--- src/rtl/utv_pkg.sv ---
// Shared types and constants for the UTF-8 text validator.
package utv_pkg;

  // Configuration register indexes
  localparam int unsigned CfgNum      = 2;
  localparam int unsigned CfgIdxW     = 1;
  localparam logic [CfgIdxW-1:0] CFG_SPACE_EN = 1'd0;
  localparam logic [CfgIdxW-1:0] CFG_TAB_EN   = 1'd1;

  // Field widths
  localparam int unsigned ByteW = 8;
  localparam int unsigned CpW   = 21;

  // Byte values and code point bounds
  localparam logic [ByteW-1:0] BYTE_NUL   = 8'h00;
  localparam logic [ByteW-1:0] BYTE_TAB   = 8'h09;
  localparam logic [ByteW-1:0] BYTE_SPACE = 8'h20;
  localparam logic [ByteW-1:0] BYTE_DEL   = 8'h7F;
  localparam logic [CpW-1:0] CP_MIN_3B    = 21'h000800;
  localparam logic [CpW-1:0] CP_MIN_4B    = 21'h010000;
  localparam logic [CpW-1:0] CP_SURR_LO   = 21'h00D800;
  localparam logic [CpW-1:0] CP_SURR_HI   = 21'h00DFFF;
  localparam logic [CpW-1:0] CP_MAX       = 21'h10FFFF;

  // Verdict codes
  typedef enum logic [1:0] {
    VERDICT_OPEN    = 2'd0,
    VERDICT_VALID   = 2'd1,
    VERDICT_INVALID = 2'd2
  } verdict_e;

  // Sequence tracking state
  typedef struct packed {
    logic [1:0]     pending;
    logic [2:0]     seq_len;
    logic [CpW-1:0] cp;
    logic           err;
  } seq_state_t;

  // Result of one item
  typedef struct packed {
    verdict_e verdict;
    logic     error_seen;
  } result_t;

endpackage

--- src/rtl/utv_step.sv ---
// Per-byte decode: next sequence state and result for one item.
module utv_step (
  input  utv_pkg::seq_state_t        cur_i,
  input  logic [utv_pkg::ByteW-1:0]  byte_i,
  input  logic                       last_i,
  input  logic                       space_en_i,
  input  logic                       tab_en_i,
  output utv_pkg::seq_state_t        nxt_o,
  output utv_pkg::result_t           res_o
);

  utv_pkg::seq_state_t       s;
  logic [utv_pkg::CpW-1:0]   cp_shift;
  logic [1:0]                pend_dec;
  logic                      lead_ctrl_bad;
  logic                      cp_bad;

  // Shift the six payload bits of a continuation byte into the code point
  assign cp_shift = {cur_i.cp[utv_pkg::CpW-7:0], byte_i[5:0]};
  assign pend_dec = cur_i.pending - 2'd1;

  // Control and disallowed characters at lead position
  assign lead_ctrl_bad = (byte_i == utv_pkg::BYTE_NUL) || (byte_i == utv_pkg::BYTE_DEL) ||
                         ((byte_i < utv_pkg::BYTE_SPACE) &&
                          !(tab_en_i && (byte_i == utv_pkg::BYTE_TAB))) ||
                         (!space_en_i && (byte_i == utv_pkg::BYTE_SPACE));

  // Overlong, surrogate and range checks on a completed sequence
  assign cp_bad = ((cur_i.seq_len == 3'd3) && (cp_shift < utv_pkg::CP_MIN_3B)) ||
                  ((cur_i.seq_len == 3'd4) && (cp_shift < utv_pkg::CP_MIN_4B)) ||
                  ((cp_shift >= utv_pkg::CP_SURR_LO) && (cp_shift <= utv_pkg::CP_SURR_HI)) ||
                  (cp_shift > utv_pkg::CP_MAX);

  always_comb begin
    s = cur_i;
    // Advance the sequence unless an error is already latched
    if (!cur_i.err) begin
      if (cur_i.pending == 2'd0) begin
        s.pending = 2'd0;
        s.seq_len = 3'd0;
        s.cp      = '0;
        if (lead_ctrl_bad) begin
          s.err = 1'b1;
        end else if (!byte_i[7]) begin
          s.err = 1'b0;
        end else if (byte_i[7:5] == 3'b110) begin
          if (byte_i[4:1] == 4'd0) begin
            s.err = 1'b1;
          end else begin
            s.seq_len = 3'd2;
            s.pending = 2'd1;
            s.cp      = {16'd0, byte_i[4:0]};
          end
        end else if (byte_i[7:4] == 4'b1110) begin
          s.seq_len = 3'd3;
          s.pending = 2'd2;
          s.cp      = {17'd0, byte_i[3:0]};
        end else if (byte_i[7:3] == 5'b11110) begin
          s.seq_len = 3'd4;
          s.pending = 2'd3;
          s.cp      = {18'd0, byte_i[2:0]};
        end else begin
          s.err = 1'b1;
        end
      end else begin
        if (byte_i[7:6] != 2'b10) begin
          s.err     = 1'b1;
          s.pending = 2'd0;
          s.seq_len = 3'd0;
          s.cp      = '0;
        end else if (pend_dec != 2'd0) begin
          s.pending = pend_dec;
          s.cp      = cp_shift;
        end else begin
          s.err     = cp_bad;
          s.pending = 2'd0;
          s.seq_len = 3'd0;
          s.cp      = '0;
        end
      end
    end

    // Close the string on its last byte; a cut-short sequence is an error
    if (last_i) begin
      res_o.error_seen = s.err || (s.pending != 2'd0);
      res_o.verdict    = res_o.error_seen ? utv_pkg::VERDICT_INVALID
                                          : utv_pkg::VERDICT_VALID;
      nxt_o            = '0;
    end else begin
      res_o.error_seen = s.err;
      res_o.verdict    = utv_pkg::VERDICT_OPEN;
      nxt_o            = s;
    end
  end

endmodule

--- src/rtl/utf8_text_validator_core.sv ---
// Top level of the UTF-8 text validator: state, config and result register.
//
// Checks a byte stream, one string at a time, for well-formed UTF-8 text
// without control characters. Each input item on s_axis carries one byte in
// tdata and marks the final byte of a string with tlast. Every input item
// gives exactly one result item on m_axis: verdict open (0) for inner bytes,
// valid (1) or invalid (2) on the last byte, plus the running error flag.
// The result of an accepted item is registered and shown in the cycle after
// acceptance. Throughput is one item per cycle while the receiver keeps
// taking results; the sequence state and the result register are both updated
// in the accepting cycle, so the only loop is the state update of the byte decoder.
// s_axis_tready stays high while the result register is empty or is being
// taken in the same cycle; when the receiver stalls, the pending result holds
// and input is refused until it is taken.
// Reset empties the result register, clears the sequence state and sets both
// enables (space, tab) to 1. Configuration writes via cfg_we_i take effect at once.
// The user must make them only while no string is in progress; it is not enforced.
module utf8_text_validator_core (
  input  logic                           clk_i,
  input  logic                           rst_ni,
  // Configuration write port
  input  logic                           cfg_we_i,
  input  logic [utv_pkg::CfgIdxW-1:0]    cfg_idx_i,
  input  logic                           cfg_data_i,
  // Input stream
  input  logic                           s_axis_tvalid,
  output logic                           s_axis_tready,
  input  logic [7:0]                     s_axis_tdata,   // [7:0] text_byte
  input  logic                           s_axis_tlast,   // last_byte
  // Result stream
  output logic                           m_axis_tvalid,
  input  logic                           m_axis_tready,
  output logic [7:0]                     m_axis_tdata    // [1:0] verdict, [2] error_seen
);

  logic                 space_en_q;
  logic                 tab_en_q;
  utv_pkg::seq_state_t  state_q, state_d;
  utv_pkg::result_t     res_q, res_d;
  logic                 out_valid_q;
  logic                 in_fire;

  assign s_axis_tready = !out_valid_q || m_axis_tready;
  assign in_fire       = s_axis_tvalid && s_axis_tready;

  // Configuration registers
  always_ff @(posedge clk_i or negedge rst_ni) begin
    if (!rst_ni) begin
      space_en_q <= 1'b1;
      tab_en_q   <= 1'b1;
    end else if (cfg_we_i) begin
      case (cfg_idx_i)
        utv_pkg::CFG_SPACE_EN: space_en_q <= cfg_data_i;
        utv_pkg::CFG_TAB_EN:   tab_en_q   <= cfg_data_i;
        default: ;
      endcase
    end
  end

  utv_step u_step (
    .cur_i      (state_q),
    .byte_i     (s_axis_tdata),
    .last_i     (s_axis_tlast),
    .space_en_i (space_en_q),
    .tab_en_i   (tab_en_q),
    .nxt_o      (state_d),
    .res_o      (res_d)
  );

  // Sequence state advances on each accepted item
  always_ff @(posedge clk_i or negedge rst_ni) begin
    if (!rst_ni) begin
      state_q <= '0;
    end else if (in_fire) begin
      state_q <= state_d;
    end
  end

  // Result register valid flag
  always_ff @(posedge clk_i or negedge rst_ni) begin
    if (!rst_ni) begin
      out_valid_q <= 1'b0;
    end else if (in_fire) begin
      out_valid_q <= 1'b1;
    end else if (m_axis_tready) begin
      out_valid_q <= 1'b0;
    end
  end

  // Result payload
  always_ff @(posedge clk_i) begin
    if (in_fire) begin
      res_q <= res_d;
    end
  end

  assign m_axis_tvalid = out_valid_q;
  assign m_axis_tdata  = {5'd0, res_q.error_seen, res_q.verdict};

endmodule

--- config.mk ---
export PLATFORM = sky130hd
export DESIGN_NAME = utf8_text_validator_core
export DESIGN_NICKNAME = d
export VERILOG_FILES = /design/src/rtl/utv_pkg.sv /design/src/rtl/utv_step.sv /design/src/rtl/utf8_text_validator_core.sv
export SDC_FILE = /design/constraint.sdc
export NUM_CORES = 1
export LEC_CHECK = 0
export BUFFER_PORTS_ARGS = -buffer_cell sky130_fd_sc_hd__buf_4
export CAP_MARGIN = 15
export CORE_UTILIZATION = 54
export CTS_CLUSTER_DIAMETER = 100
export DETAILED_ROUTE_END_ITERATION = 10
export PLACE_DENSITY = 0.86
export SLEW_MARGIN = 20
export SYNTH_ARGS = -nofsm -noshare
export SYNTH_HDL_FRONTEND = slang
export SYNTH_SLANG_ARGS = --single-unit
--- constraint.sdc ---
create_clock -name clk_i -period 2.4 [get_ports clk_i]
set_input_delay 0 -clock clk_i [delete_from_list [all_inputs] [get_ports clk_i]]
set_output_delay 0 -clock clk_i [all_outputs]
set_load 0.05 [all_outputs]
==> impl_metrics.env, run 1 <==
export IMPL_wl_cell_um=15.39
export IMPL_die_width_um=53.53
export IMPL_timing_critical_path_fanout_max=6
export IMPL_gpl_final_weighted_congestion=0.7989
export IMPL_y_dimension_of_the_die_um=53.53
export IMPL_timing_final_setup_violations=0
export IMPL_syn_instance_count=139
export IMPL_dominantRegCellSynth="sky130_fd_sc_hd__dfrtp_1"
export IMPL_layout_worst_path_cycle_share=0.8929
export IMPL_drt_antenna_violating_nets=0
export IMPL_finish_instance_area_um2=1695
export IMPL_grt_overflow_total=0
export IMPL_first_global_vias=1114
export IMPL_cell_with_the_largest_stage_delay_on_the_worst_path="sky130_fd_sc_hd__or3b_2"
export IMPL_clock_h_tree_levels=1
export IMPL_worst_slack_ps=257.0
export IMPL_cp_required_ps=2660
export IMPL_floorplan_core_area_um2=2500
export IMPL_viasPerCell=6.127
export IMPL_worst_path_dominant_cell_family="simple AND/OR/NAND/NOR gates"
export IMPL_io_buffers=20
export IMPL_ys_seq_area_frac=0.4834
export IMPL_worstSetupStartpointType="register"
export IMPL_via_count=1207
export IMPL_synth_avg_cell_area_um2=10.32
export IMPL_run_status="completed"
export IMPL_hold_path_class="in -> reg"
export IMPL_top_cells_by_area_synth="sky130_fd_sc_hd__dfrtp_1, sky130_fd_sc_hd__a22o_1, sky130_fd_sc_hd__edfxtp_1"
export IMPL_dpl_cell_count=184
export IMPL_ys_top_cells_by_count="sky130_fd_sc_hd__dfrtp_1, sky130_fd_sc_hd__a22o_1, sky130_fd_sc_hd__nand2_1"
export IMPL_cts_sink_count=27
export IMPL_clock_insertion_delay_worst_skew_ps=320
export IMPL_worstPathArrival_ps=2400
export IMPL_finalClockSkew_ps=3.923
export IMPL_p_leak_nw=0.7758
export IMPL_diodes_inserted=0
export IMPL_grt_first_pass_wirelength_um=4864
export IMPL_number_of_antenna_violations_at_the_first_check_in_global_routing=0
export IMPL_cts_tree="built"
export IMPL_post_place_setup_slack_ps=288.6
export IMPL_finish_net_count=186
export IMPL_power_per_cell_area_nw_per_um2=598.1
export IMPL_post_synth_num_cell_types=44
export IMPL_finalHoldViolations=0
export IMPL_synth_edff_count=3
export IMPL_endpoint_kind="register"
export IMPL_effective_utilization_at_floorplan=0.5736
export IMPL_synth_most_common_cell="sky130_fd_sc_hd__dfrtp_1"
export IMPL_setup_worst_path_class="reg -> reg"
export IMPL_cp_buffers_inverters=1
export IMPL_grt_setup_unrepaired="no"
export IMPL_post_dp_area_um2=1579
export IMPL_placementRows=18
export IMPL_timing_critical_path_slowest_cell_delay_ps=520
export IMPL_layoutNonFillerInstCount=197
export IMPL_groute_usage_overall=0.2372
export IMPL_path_cells="inv_1 -> ha_1 -> or3b_2 -> or2_0 -> a21oi_1 -> a32o_1"
export IMPL_maxCapViolCount=0
export IMPL_synth_top_area_share=0.3839
export IMPL_area_growth_synth_to_final_pct=18.24
export IMPL_yosysWarnings=0
export IMPL_grt_max_degree=25
export IMPL_postSynth_asyncResetShare=0.8889
export IMPL_place_detailed_hpwl_um=2217
export IMPL_fin_setup_tns_ps=0
export IMPL_routed_wl_um=3032
export IMPL_tritoncts_num_buffers=3
export IMPL_drc=0
export IMPL_final_number_of_max_transition_violations=0
export IMPL_layout_cells_sized_above_1=0.2036
export IMPL_cts_root_buffer="sky130_fd_sc_hd__clkbuf_4"
export IMPL_postCtsSetupRepairBufs=0
export IMPL_synth_largest_area_cell="sky130_fd_sc_hd__dfrtp_1"
export IMPL_die_area_um2=2865
export IMPL_post_layout_total_power_mw=1.014
export IMPL_irDropWorstVdd_mv=0.5466
export IMPL_cts_reportedPaths_clkPinSlew_ps=140
export IMPL_firstDrtPassIters=4
export IMPL_postSynthRegisterBits=27
export IMPL_mappedNetlistArea_um2=1434
export IMPL_post_route_min_period_ps=2143
export IMPL_drt_initial_drc_count=39
export IMPL_io_pins=26
export IMPL_cts_path_max_buffers=2
export IMPL_max_clock_freq_ghz=0.4666
[layout by cell type (no fill, tap or decap), types with 2 or more instances in the layout]
master / instances
sky130_fd_sc_hd__nand2b_1: 2
sky130_fd_sc_hd__a22o_1: 15
sky130_fd_sc_hd__nand2_1: 12
sky130_fd_sc_hd__nor4_1: 2
sky130_fd_sc_hd__inv_1: 7
sky130_fd_sc_hd__clkbuf_4: 3
sky130_fd_sc_hd__a21o_1: 3
sky130_fd_sc_hd__dfstp_2: 2
sky130_fd_sc_hd__conb_1: 5
sky130_fd_sc_hd__a32o_1: 4
sky130_fd_sc_hd__dlygate4sd3_1: 9
sky130_fd_sc_hd__nor3_1: 3
sky130_fd_sc_hd__nor2_1: 11
sky130_fd_sc_hd__mux2_2: 2
sky130_fd_sc_hd__o21ai_0: 6
sky130_fd_sc_hd__dfrtp_1: 22
sky130_fd_sc_hd__nand3_1: 5
sky130_fd_sc_hd__buf_4: 21
sky130_fd_sc_hd__edfxtp_1: 3
sky130_fd_sc_hd__a21oi_1: 5
sky130_fd_sc_hd__ha_1: 2
[where the power goes]
part	total, mW	switching (mW)	internal, mW
Sequential	0.528	0.0234	0.505
Combinational	0.295	0.180	0.115
Clock	0.191	0.126	0.0650
Total	1.01	0.329	0.685
[worst reg2reg max path, delay by kind of cell, from the launching register on]
kind            cells  cell delay [ps]
buf+inv             1               70
fa+ha+maj           1              240
flops               1              430
compound gates      2              490
simple gates        2              860
[state kept, by name, indices dropped and copies added (netlist names)]
name,flops
m_axis_tvalid,1
state_q,21
space_en_q,1
tab_en_q,1
m_axis_tdata,3
[repair_timing]
| action | in CTS | in global routing |
|---|---|---|
| hold buffers | 9 | 0 |
| gates resized for setup | 0 | 0 |
| endpoints found under the hold margin | 32 | 0 |
| setup endpoints to repair | 0 | 0 |
[cell families after synthesis]
group	Yosys count	share of synthesized area
AOI/OAI and AO/OA	45	0.2548
DFF	27	0.4834
and+or+nand+nor	45	0.1623
adders and majority gates	2	0.01745
other	1	0.002615
buffers and inverters	17	0.06370
muxes	2	0.01571
[through the flow]
| step | hold slack, ps | utilization |
|---|---|---|
| finish | 18.47 | 0.6782 |
| global route | 21.25 | 0.6782 |
| CTS | 8.379 | 0.6782 |
| detailed placement | -85.62 | 0.6316 |
| global placement | -90.78 | 0.6316 |
| floorplan | -295.6 | - |
[area by class of cell]
class / instances / area (um2)
clock buffer: 4 / 26.28
multi-input combinational: 99 / 664.4
inverter: 7 / 26.28
timing repair buffer: 30 / 247.7
fill: 194 / 804.5
sequential: 27 / 693.2
tap: 30 / 37.54
[per-layer routing]
layer,vias to the layer above,global-route usage,routed length [um]
met3,9,0.02825,100
met1,590,0.3117,1355
li1,568,-,-
met4,0,0.07895,72
met2,40,0.4042,1504
met5,-,0,0
[worst paths after layout]
path | to | slack, ps | startpoint | cells past startpoint
setup / recovery | state_q[1]$_DFFE_PN0P_ | 260 | state_q[25]$_DFFE_PN0P_ | 6
hold / removal | state_q[5]$_DFFE_PN0P_ | 20 | s_axis_tdata[4] | 2
setup reg to reg | state_q[1]$_DFFE_PN0P_ | 260 | state_q[25]$_DFFE_PN0P_ | 6
hold reg to reg | state_q[14]$_DFFE_PN0P_ | 520 | state_q[14]$_DFFE_PN0P_ | 1
max in group asynchronous | space_en_q$_DFFE_PN1P_ | 2020 | rst_ni | 2
min in group asynchronous | m_axis_tvalid$_DFFE_PN0P_ | 90 | rst_ni | 2
(Power assumes the default switching activity.)
==> run 2: changes to the inputs <==
Settings changed: ABC_AREA from default to 1, CORE_UTILIZATION 54 to 59, PLACE_DENSITY 0.86 to 0.91, SLEW_MARGIN 20 to 40.
Clock period 2.4 ns to 2.5 ns, I/O delays scaled along.
==> run 2 against run 1 <==
Effect of this change: cell area rose by 11%; combinational power barely moved; synthesized cell count rose by 40%; total power fell by 1.9%; die area fell by 1.1%; register-to-register slack got worse by 30 ps; setup slack got worse by 32 ps; flip-flop and latch count did not move; worst hold slack improved by 6.3 ps; cell count rose by 33%; via count rose by 15%; largest cell class unchanged.
==> impl_metrics.env, run 2 <==
export IMPL_first_global_vias=1273
export IMPL_synth_largest_area_cell="sky130_fd_sc_hd__dfrtp_1"
export IMPL_layout_common_cells="sky130_fd_sc_hd__nand2_1, sky130_fd_sc_hd__inv_1, sky130_fd_sc_hd__dfrtp_1, sky130_fd_sc_hd__buf_4, sky130_fd_sc_hd__nor2_1"
export IMPL_drc=0
export IMPL_ff2ff_setup_slack_ps=230
export IMPL_synth_top_area_share=0.3554
export IMPL_io_pins=26
export IMPL_floorplan_core_area_um2=2477
export IMPL_max_flop_register="state_q"
export IMPL_area_growth_synth_to_final_pct=21.89
export IMPL_postCtsSetupRepairBufs=0
export IMPL_finalClockSkew_ps=11.23
export IMPL_cts_sink_count=27
export IMPL_finalHoldViolations=0
export IMPL_r2r_end="state_q[23]$_DFFE_PN0P_"
export IMPL_fin_util=0.7621
export IMPL_grt_overflow_total=0
export IMPL_die_width_um=53.24
export IMPL_worst_tran_pin_value_ps=794.8
export IMPL_cts_path_max_buffers=2
export IMPL_power_per_cell_area_nw_per_um2=527.1
export IMPL_post_route_min_period_ps=2275
export IMPL_place_detailed_hpwl_um=2286
export IMPL_postSynth_asyncResetShare=0.8889
export IMPL_final_number_of_max_transition_violations=0
export IMPL_timing_final_setup_violations=0
export IMPL_gpl_final_weighted_congestion=0.8797
export IMPL_layout_cells_sized_above_1=0.2069
export IMPL_yosysWarnings=0
export IMPL_setup_worst_path_class="reg -> reg"
export IMPL_layout_worst_path_cycle_share=0.9099
export IMPL_top_cells_by_area_synth="sky130_fd_sc_hd__dfrtp_1, sky130_fd_sc_hd__nand2_1, sky130_fd_sc_hd__inv_1"
export IMPL_worstHoldEndpoint="state_q[6]$_DFFE_PN0P_"
export IMPL_worstSetupStartpointType="register"
export IMPL_final_common_cell="sky130_fd_sc_hd__nand2_1"
export IMPL_via_count=1392
export IMPL_worstPathArrival_ps=2570
export IMPL_routed_wl_um=3305
export IMPL_cts_reportedPaths_clkPinSlew_ps=160
export IMPL_die_area_um2=2835
export IMPL_post_synth_num_cell_types=29
export IMPL_synth_avg_cell_area_um2=7.944
export IMPL_mappedNetlistArea_um2=1549
export IMPL_irDropWorstVdd_mv=0.5648
export IMPL_y_dimension_of_the_die_um=53.24
export IMPL_fin_setup_tns_ps=0
export IMPL_wl_cell_um=12.61
export IMPL_drt_initial_drc_count=36
export IMPL_grt_max_degree=25
export IMPL_hold_path_class="in -> reg"
export IMPL_number_of_antenna_violations_at_the_first_check_in_global_routing=0
export IMPL_clock_h_tree_levels=1
export IMPL_ys_seq_area_frac=0.4475
export IMPL_viasPerCell=5.313
export IMPL_drt_antenna_violating_nets=0
export IMPL_effective_utilization_at_floorplan=0.6253
export IMPL_endpoint_kind="register"
export IMPL_ys_top_cells_by_count="sky130_fd_sc_hd__nand2_1, sky130_fd_sc_hd__inv_1, sky130_fd_sc_hd__dfrtp_1"
export IMPL_run_status="completed"
export IMPL_maxCapViolCount=0
export IMPL_r2r_cells=10
export IMPL_syn_instance_count=195
export IMPL_timing_critical_path_fanout_max=7
export IMPL_synth_most_common_cell="sky130_fd_sc_hd__nand2_1"
export IMPL_p_leak_nw=0.9030
export IMPL_firstDrtPassIters=4
export IMPL_cp_required_ps=2800
export IMPL_placementRows=18
export IMPL_groute_usage_overall=0.2667
export IMPL_cts_root_buffer="sky130_fd_sc_hd__clkbuf_4"
export IMPL_finish_instance_area_um2=1888
export IMPL_largest_register_ffs=21
export IMPL_max_clock_freq_ghz=0.4396
export IMPL_grt_first_pass_wirelength_um=5271
export IMPL_synth_edff_count=3
export IMPL_grt_setup_unrepaired="no"
export IMPL_cts_tree="built"
export IMPL_dominantRegCellSynth="sky130_fd_sc_hd__dfrtp_1"
export IMPL_io_buffers=20
export IMPL_hold_path_startpoint="s_axis_tdata[5]"
export IMPL_r2r_start="state_q[25]$_DFFE_PN0P_"
export IMPL_postSynthRegisterBits=27
export IMPL_post_dp_area_um2=1707
export IMPL_hold_critical_path_depth=3
export IMPL_diodes_inserted=0
export IMPL_tritoncts_num_buffers=3
export IMPL_max_slew_margin=0.4702
export IMPL_clock_insertion_delay_worst_skew_ps=340
export IMPL_finish_net_count=251
-- run 2: changes by cell type in the layout (fill, tap and decap cells not counted), sizes merged, moves of 4 or more --
| cell | previous run | this run |
|---|---|---|
| nand2 | 12 | 41 |
| a32o | 4 | 0 |
| nor2 | 12 | 21 |
| inv | 7 | 39 |
| dlygate4sd3 | 9 | 15 |
| nand3 | 5 | 15 |
| a22o | 15 | 0 |
| o22ai | 1 | 14 |
-- run 2: layout make-up --
type | count | area, um2
Clock buffer | 3 | 22.52
Clock inverter | 1 | 8.758
Fill cell | 191 | 589.3
Inverter | 38 | 142.6
Multi-Input combinational cell | 128 | 683.2
Sequential cell | 27 | 693.2
Tap cell | 30 | 37.54
Timing Repair Buffer | 35 | 300.3
-- run 2: per-stage QoR --
stage               cells  worst slack, ps  power, mW  hold slack (ps)
floorplan             199            746.9     0.6990           -295.6
global placement      243            755.3     0.7622           -87.69
detailed placement    243            614.4     0.7686           -84.54
CTS                   262            262.2     0.9943            21.09
global route          262            115.4      1.050            38.24
finish                262            225.3     0.9952            24.78
-- run 2: repair_timing --
action                     4_1_cts  5_1_grt
hold endpoints to repair        37        0
hold buffers                    15        0
setup endpoints to repair        0        0
resized for setup                0        0
-- run 2: layer usage --
layer  GRT usage  routed length (um)  share of wire  up-vias
met5           0                   0              0        -
met2      0.4792                1688           0.51       42
met4     0.09211                  50          0.015        0
li1            -                   -              -      700
met1      0.3272                1450           0.44      645
met3     0.02586                 116          0.035        5
-- run 2: how the worst max path moves through the flow --
stage / start / end / slack [ps] / depth (start not counted)
after CTS: state_q[25]$_DFFE_PN0P_ / state_q[23]$_DFFE_PN0P_ / 260 / 10
after global routing: state_q[25]$_DFFE_PN0P_ / state_q[23]$_DFFE_PN0P_ / 120 / 10
after global placement: state_q[25]$_DFFE_PN0P_ / m_axis_tdata[1]$_SDFFCE_PN0P_ / 760 / 10
after detailed placement: state_q[25]$_DFFE_PN0P_ / m_axis_tdata[2]$_DFFE_PP_ / 610 / 10
after floorplan: m_axis_tvalid$_DFFE_PN0P_ / state_q[10]$_DFFE_PN0P_ / 750 / 5
final: state_q[25]$_DFFE_PN0P_ / state_q[23]$_DFFE_PN0P_ / 230 / 10
-- run 2: worst max-delay path, cell delays in order, from the launching register on --
cell                            delay, ps
sky130_fd_sc_hd__dfrtp_1              380
sky130_fd_sc_hd__inv_1                 90
sky130_fd_sc_hd__ha_1                 300
sky130_fd_sc_hd__nor3_2               320
sky130_fd_sc_hd__inv_2                 80
sky130_fd_sc_hd__nor2_4               130
sky130_fd_sc_hd__inv_2                 90
sky130_fd_sc_hd__o21ai_4              140
sky130_fd_sc_hd__nand2_1               80
sky130_fd_sc_hd__o31ai_1               60
sky130_fd_sc_hd__dlygate4sd3_1        570
-- run 2: kinds of logic (layout without fill, tap and decap cells) --
logic type / after synthesis / after routing / synth area share
AND/OR/NAND/NOR: 84 / 84 / 0.2625
buffers and inverters: 44 / 77 / 0.1212
AO/OA/AOI/OAI: 37 / 37 / 0.1502
flip-flops: 27 / 27 / 0.4475
adder cells (fa/ha/maj): 2 / 2 / 0.01615
other: 1 / 5 / 0.002421
-- run 2: power breakdown --
group          internal, mW  switching [mW]
clock network        0.0655           0.140
registers             0.477          0.0157
logic                 0.105           0.193
total                 0.647           0.348
==> run 3: changes to the inputs <==
Settings changed: BUFFER_PORTS_ARGS -buffer_cell sky130_fd_sc_hd__buf_4 to default, CORE_UTILIZATION 59 to 65, DONT_BUFFER_PORTS from default to 1, PLACE_DENSITY 0.91 to 0.89.
==> run 3 against run 2 <==
Effect of this change: global-route usage grew 2.5 points; core utilization rose by 3.8 points; sequential power increased by 6.3%; combinational power down 18%; routed wire length increased by 7.1%; clock skew fell by 3.6 ps; sequential share of layout area is 2.1 points higher.
==> impl_metrics.env, run 3 (same netlist as run 2, synthesis figures left out) <==
export IMPL_run_status="completed"
export IMPL_finalClockSkew_ps=7.635
export IMPL_clock_insertion_delay_worst_skew_ps=330
export IMPL_setup_worst_path_class="reg -> reg"
export IMPL_drt_initial_drc_count=77
export IMPL_firstDrtPassIters=4
export IMPL_tritoncts_num_buffers=3
export IMPL_first_global_vias=1279
export IMPL_grt_first_pass_wirelength_um=5430
export IMPL_worstPathArrival_ps=2600
export IMPL_irDropWorstVdd_mv=0.5058
export IMPL_worst_path_dominant_cell_family="buffers and inverters"
export IMPL_postCtsSetupRepairBufs=0
export IMPL_cts_root_buffer="sky130_fd_sc_hd__clkbuf_4"
export IMPL_drt_antenna_violating_nets=0
export IMPL_grt_overflow_total=0
export IMPL_gpl_final_weighted_congestion=0.9097
export IMPL_post_route_min_period_ps=2318
export IMPL_layout_cells_sized_above_1=0.1429
export IMPL_grt_setup_unrepaired="no"
export IMPL_maxCapViolCount=0
export IMPL_cts_sink_count=27
export IMPL_fin_setup_tns_ps=0
export IMPL_timing_critical_path_slowest_cell_delay_ps=570
export IMPL_place_detailed_hpwl_um=2251
export IMPL_layout_worst_path_cycle_share=0.9270
export IMPL_endpoint_kind="register"
export IMPL_routed_wl_um=3539
export IMPL_cp_required_ps=2780
export IMPL_power_per_cell_area_nw_per_um2=539.6
export IMPL_die_width_um=50.82
export IMPL_cts_path_max_buffers=2
export IMPL_cts_tree="built"
export IMPL_number_of_antenna_violations_at_the_first_check_in_global_routing=0
export IMPL_finalHoldViolations=0
export IMPL_finish_net_count=236
export IMPL_drc=0
export IMPL_worstSetupStartpointType="register"
export IMPL_post_dp_area_um2=1562
export IMPL_cell_with_the_largest_stage_delay_on_the_worst_path="sky130_fd_sc_hd__dlygate4sd3_1"
export IMPL_fillCellCount=145
export IMPL_grt_max_degree=25
export IMPL_final_common_cell="sky130_fd_sc_hd__nand2_1"
export IMPL_area_growth_synth_to_final_pct=15.43
export IMPL_diodes_inserted=0
export IMPL_cts_reportedPaths_clkPinSlew_ps=150
export IMPL_die_area_um2=2582
export IMPL_max_slew_margin=0.6508
export IMPL_layoutNonFillerInstCount=245
export IMPL_viasPerCell=5.665
export IMPL_p_leak_nw=0.8284
export IMPL_floorplan_core_area_um2=2233
export IMPL_final_number_of_max_transition_violations=0
export IMPL_post_place_setup_slack_ps=522.3
export IMPL_max_clock_freq_ghz=0.4315
export IMPL_timing_critical_path_fanout_max=7
export IMPL_worst_tran_pin_value_ps=523.8
export IMPL_layout_common_cells="sky130_fd_sc_hd__nand2_1, sky130_fd_sc_hd__inv_1, sky130_fd_sc_hd__dfrtp_1, sky130_fd_sc_hd__dlygate4sd3_1, sky130_fd_sc_hd__nor2_1"
export IMPL_io_buffers=0
export IMPL_io_pins=26
export IMPL_groute_usage_overall=0.2913
export IMPL_path_cells="inv_1 -> ha_1 -> nor3_4 -> inv_2 -> nor2_4 -> inv_2 -> o21ai_4 -> nand2_1 -> o31ai_1 -> dlygate4sd3_1"
export IMPL_post_layout_total_power_uw=964.8
export IMPL_timing_final_setup_violations=0
export IMPL_largest_register_ffs=21
export IMPL_finish_instance_area_um2=1788
export IMPL_effective_utilization_at_floorplan=0.6936
export IMPL_placementRows=17
export IMPL_cp_buffers_inverters=4
export IMPL_cpMostUsedCell="sky130_fd_sc_hd__inv_2"
export IMPL_y_dimension_of_the_die_um=50.82
export IMPL_dpl_cell_count=222
export IMPL_hold_path_class="in -> reg"
export IMPL_max_flop_register="state_q"
export IMPL_clock_h_tree_levels=1
export IMPL_wl_cell_um=14.44
export IMPL_worst_slack_ps=182.4
export IMPL_via_count=1388
[run 3: area by class of cell]
class                      instances  area [um2]  share of cell area
sequential                        27       694.4              0.3884
multi-input combinational        128       694.4              0.3884
timing repair buffer              20       192.7              0.1078
inverter                          38       142.6             0.07978
tap                               28       35.03             0.01959
clock buffer                       3       22.52             0.01260
clock inverter                     1       6.256            0.003499
[run 3: path summary, 6_finish.rpt]
| path | slack [ps] | startpoint | end | depth (start not counted) |
|---|---|---|---|---|
| max in group asynchronous | 1960 | rst_ni | m_axis_tvalid$_DFFE_PN0P_ | 2 |
| worst max-delay path | 180 | state_q[25]$_DFFE_PN0P_ | state_q[23]$_DFFE_PN0P_ | 10 |
| worst min-delay path | 10 | s_axis_tdata[5] | state_q[1]$_DFFE_PN0P_ | 4 |
| min in group asynchronous | 150 | rst_ni | state_q[11]$_DFFE_PN0P_ | 2 |
| worst max register to register | 180 | state_q[25]$_DFFE_PN0P_ | state_q[23]$_DFFE_PN0P_ | 10 |
| worst min register to register | 540 | state_q[24]$_DFFE_PN0P_ | state_q[24]$_DFFE_PN0P_ | 2 |
[run 3: metal layers]
layer	wire length (um)	vias up	global-route usage
met3	198	10	0.03571
met2	1703	66	0.4933
met4	97	0	0.1481
met5	0	-	0
li1	-	676	-
met1	1540	636	0.3671
[run 3: repair_timing]
action,CTS,global route
resized for setup,0,3
hold buffers,17,2
endpoints found under the hold margin,42,23
setup endpoints to repair,0,2
[run 3: through the flow]
| step | util | hold slack, ps |
|---|---|---|
| final | 0.8006 | 9.655 |
| after floorplan | - | -295.6 |
| after detailed placement | 0.6992 | -295.1 |
| after CTS | 0.7882 | 27.24 |
| after global routing | 0.8006 | 33.78 |
| after global placement | 0.6992 | -295.1 |
[run 3: power by group]
| part | switching, mW | internal [mW] |
|---|---|---|
| Combinational | 0.159 | 0.0837 |
| Clock | 0.135 | 0.0626 |
| Sequential | 0.0460 | 0.478 |
[run 3: worst reg2reg max path: cells and delay by family (launching register included)]
kind / cells / cell delay, ps
AND/OR/NAND/NOR: 3 / 540
buffers and inverters: 4 / 830
adder cells (fa/ha/maj): 1 / 330
flip-flops: 1 / 390
AO/OA/AOI/OAI: 2 / 200
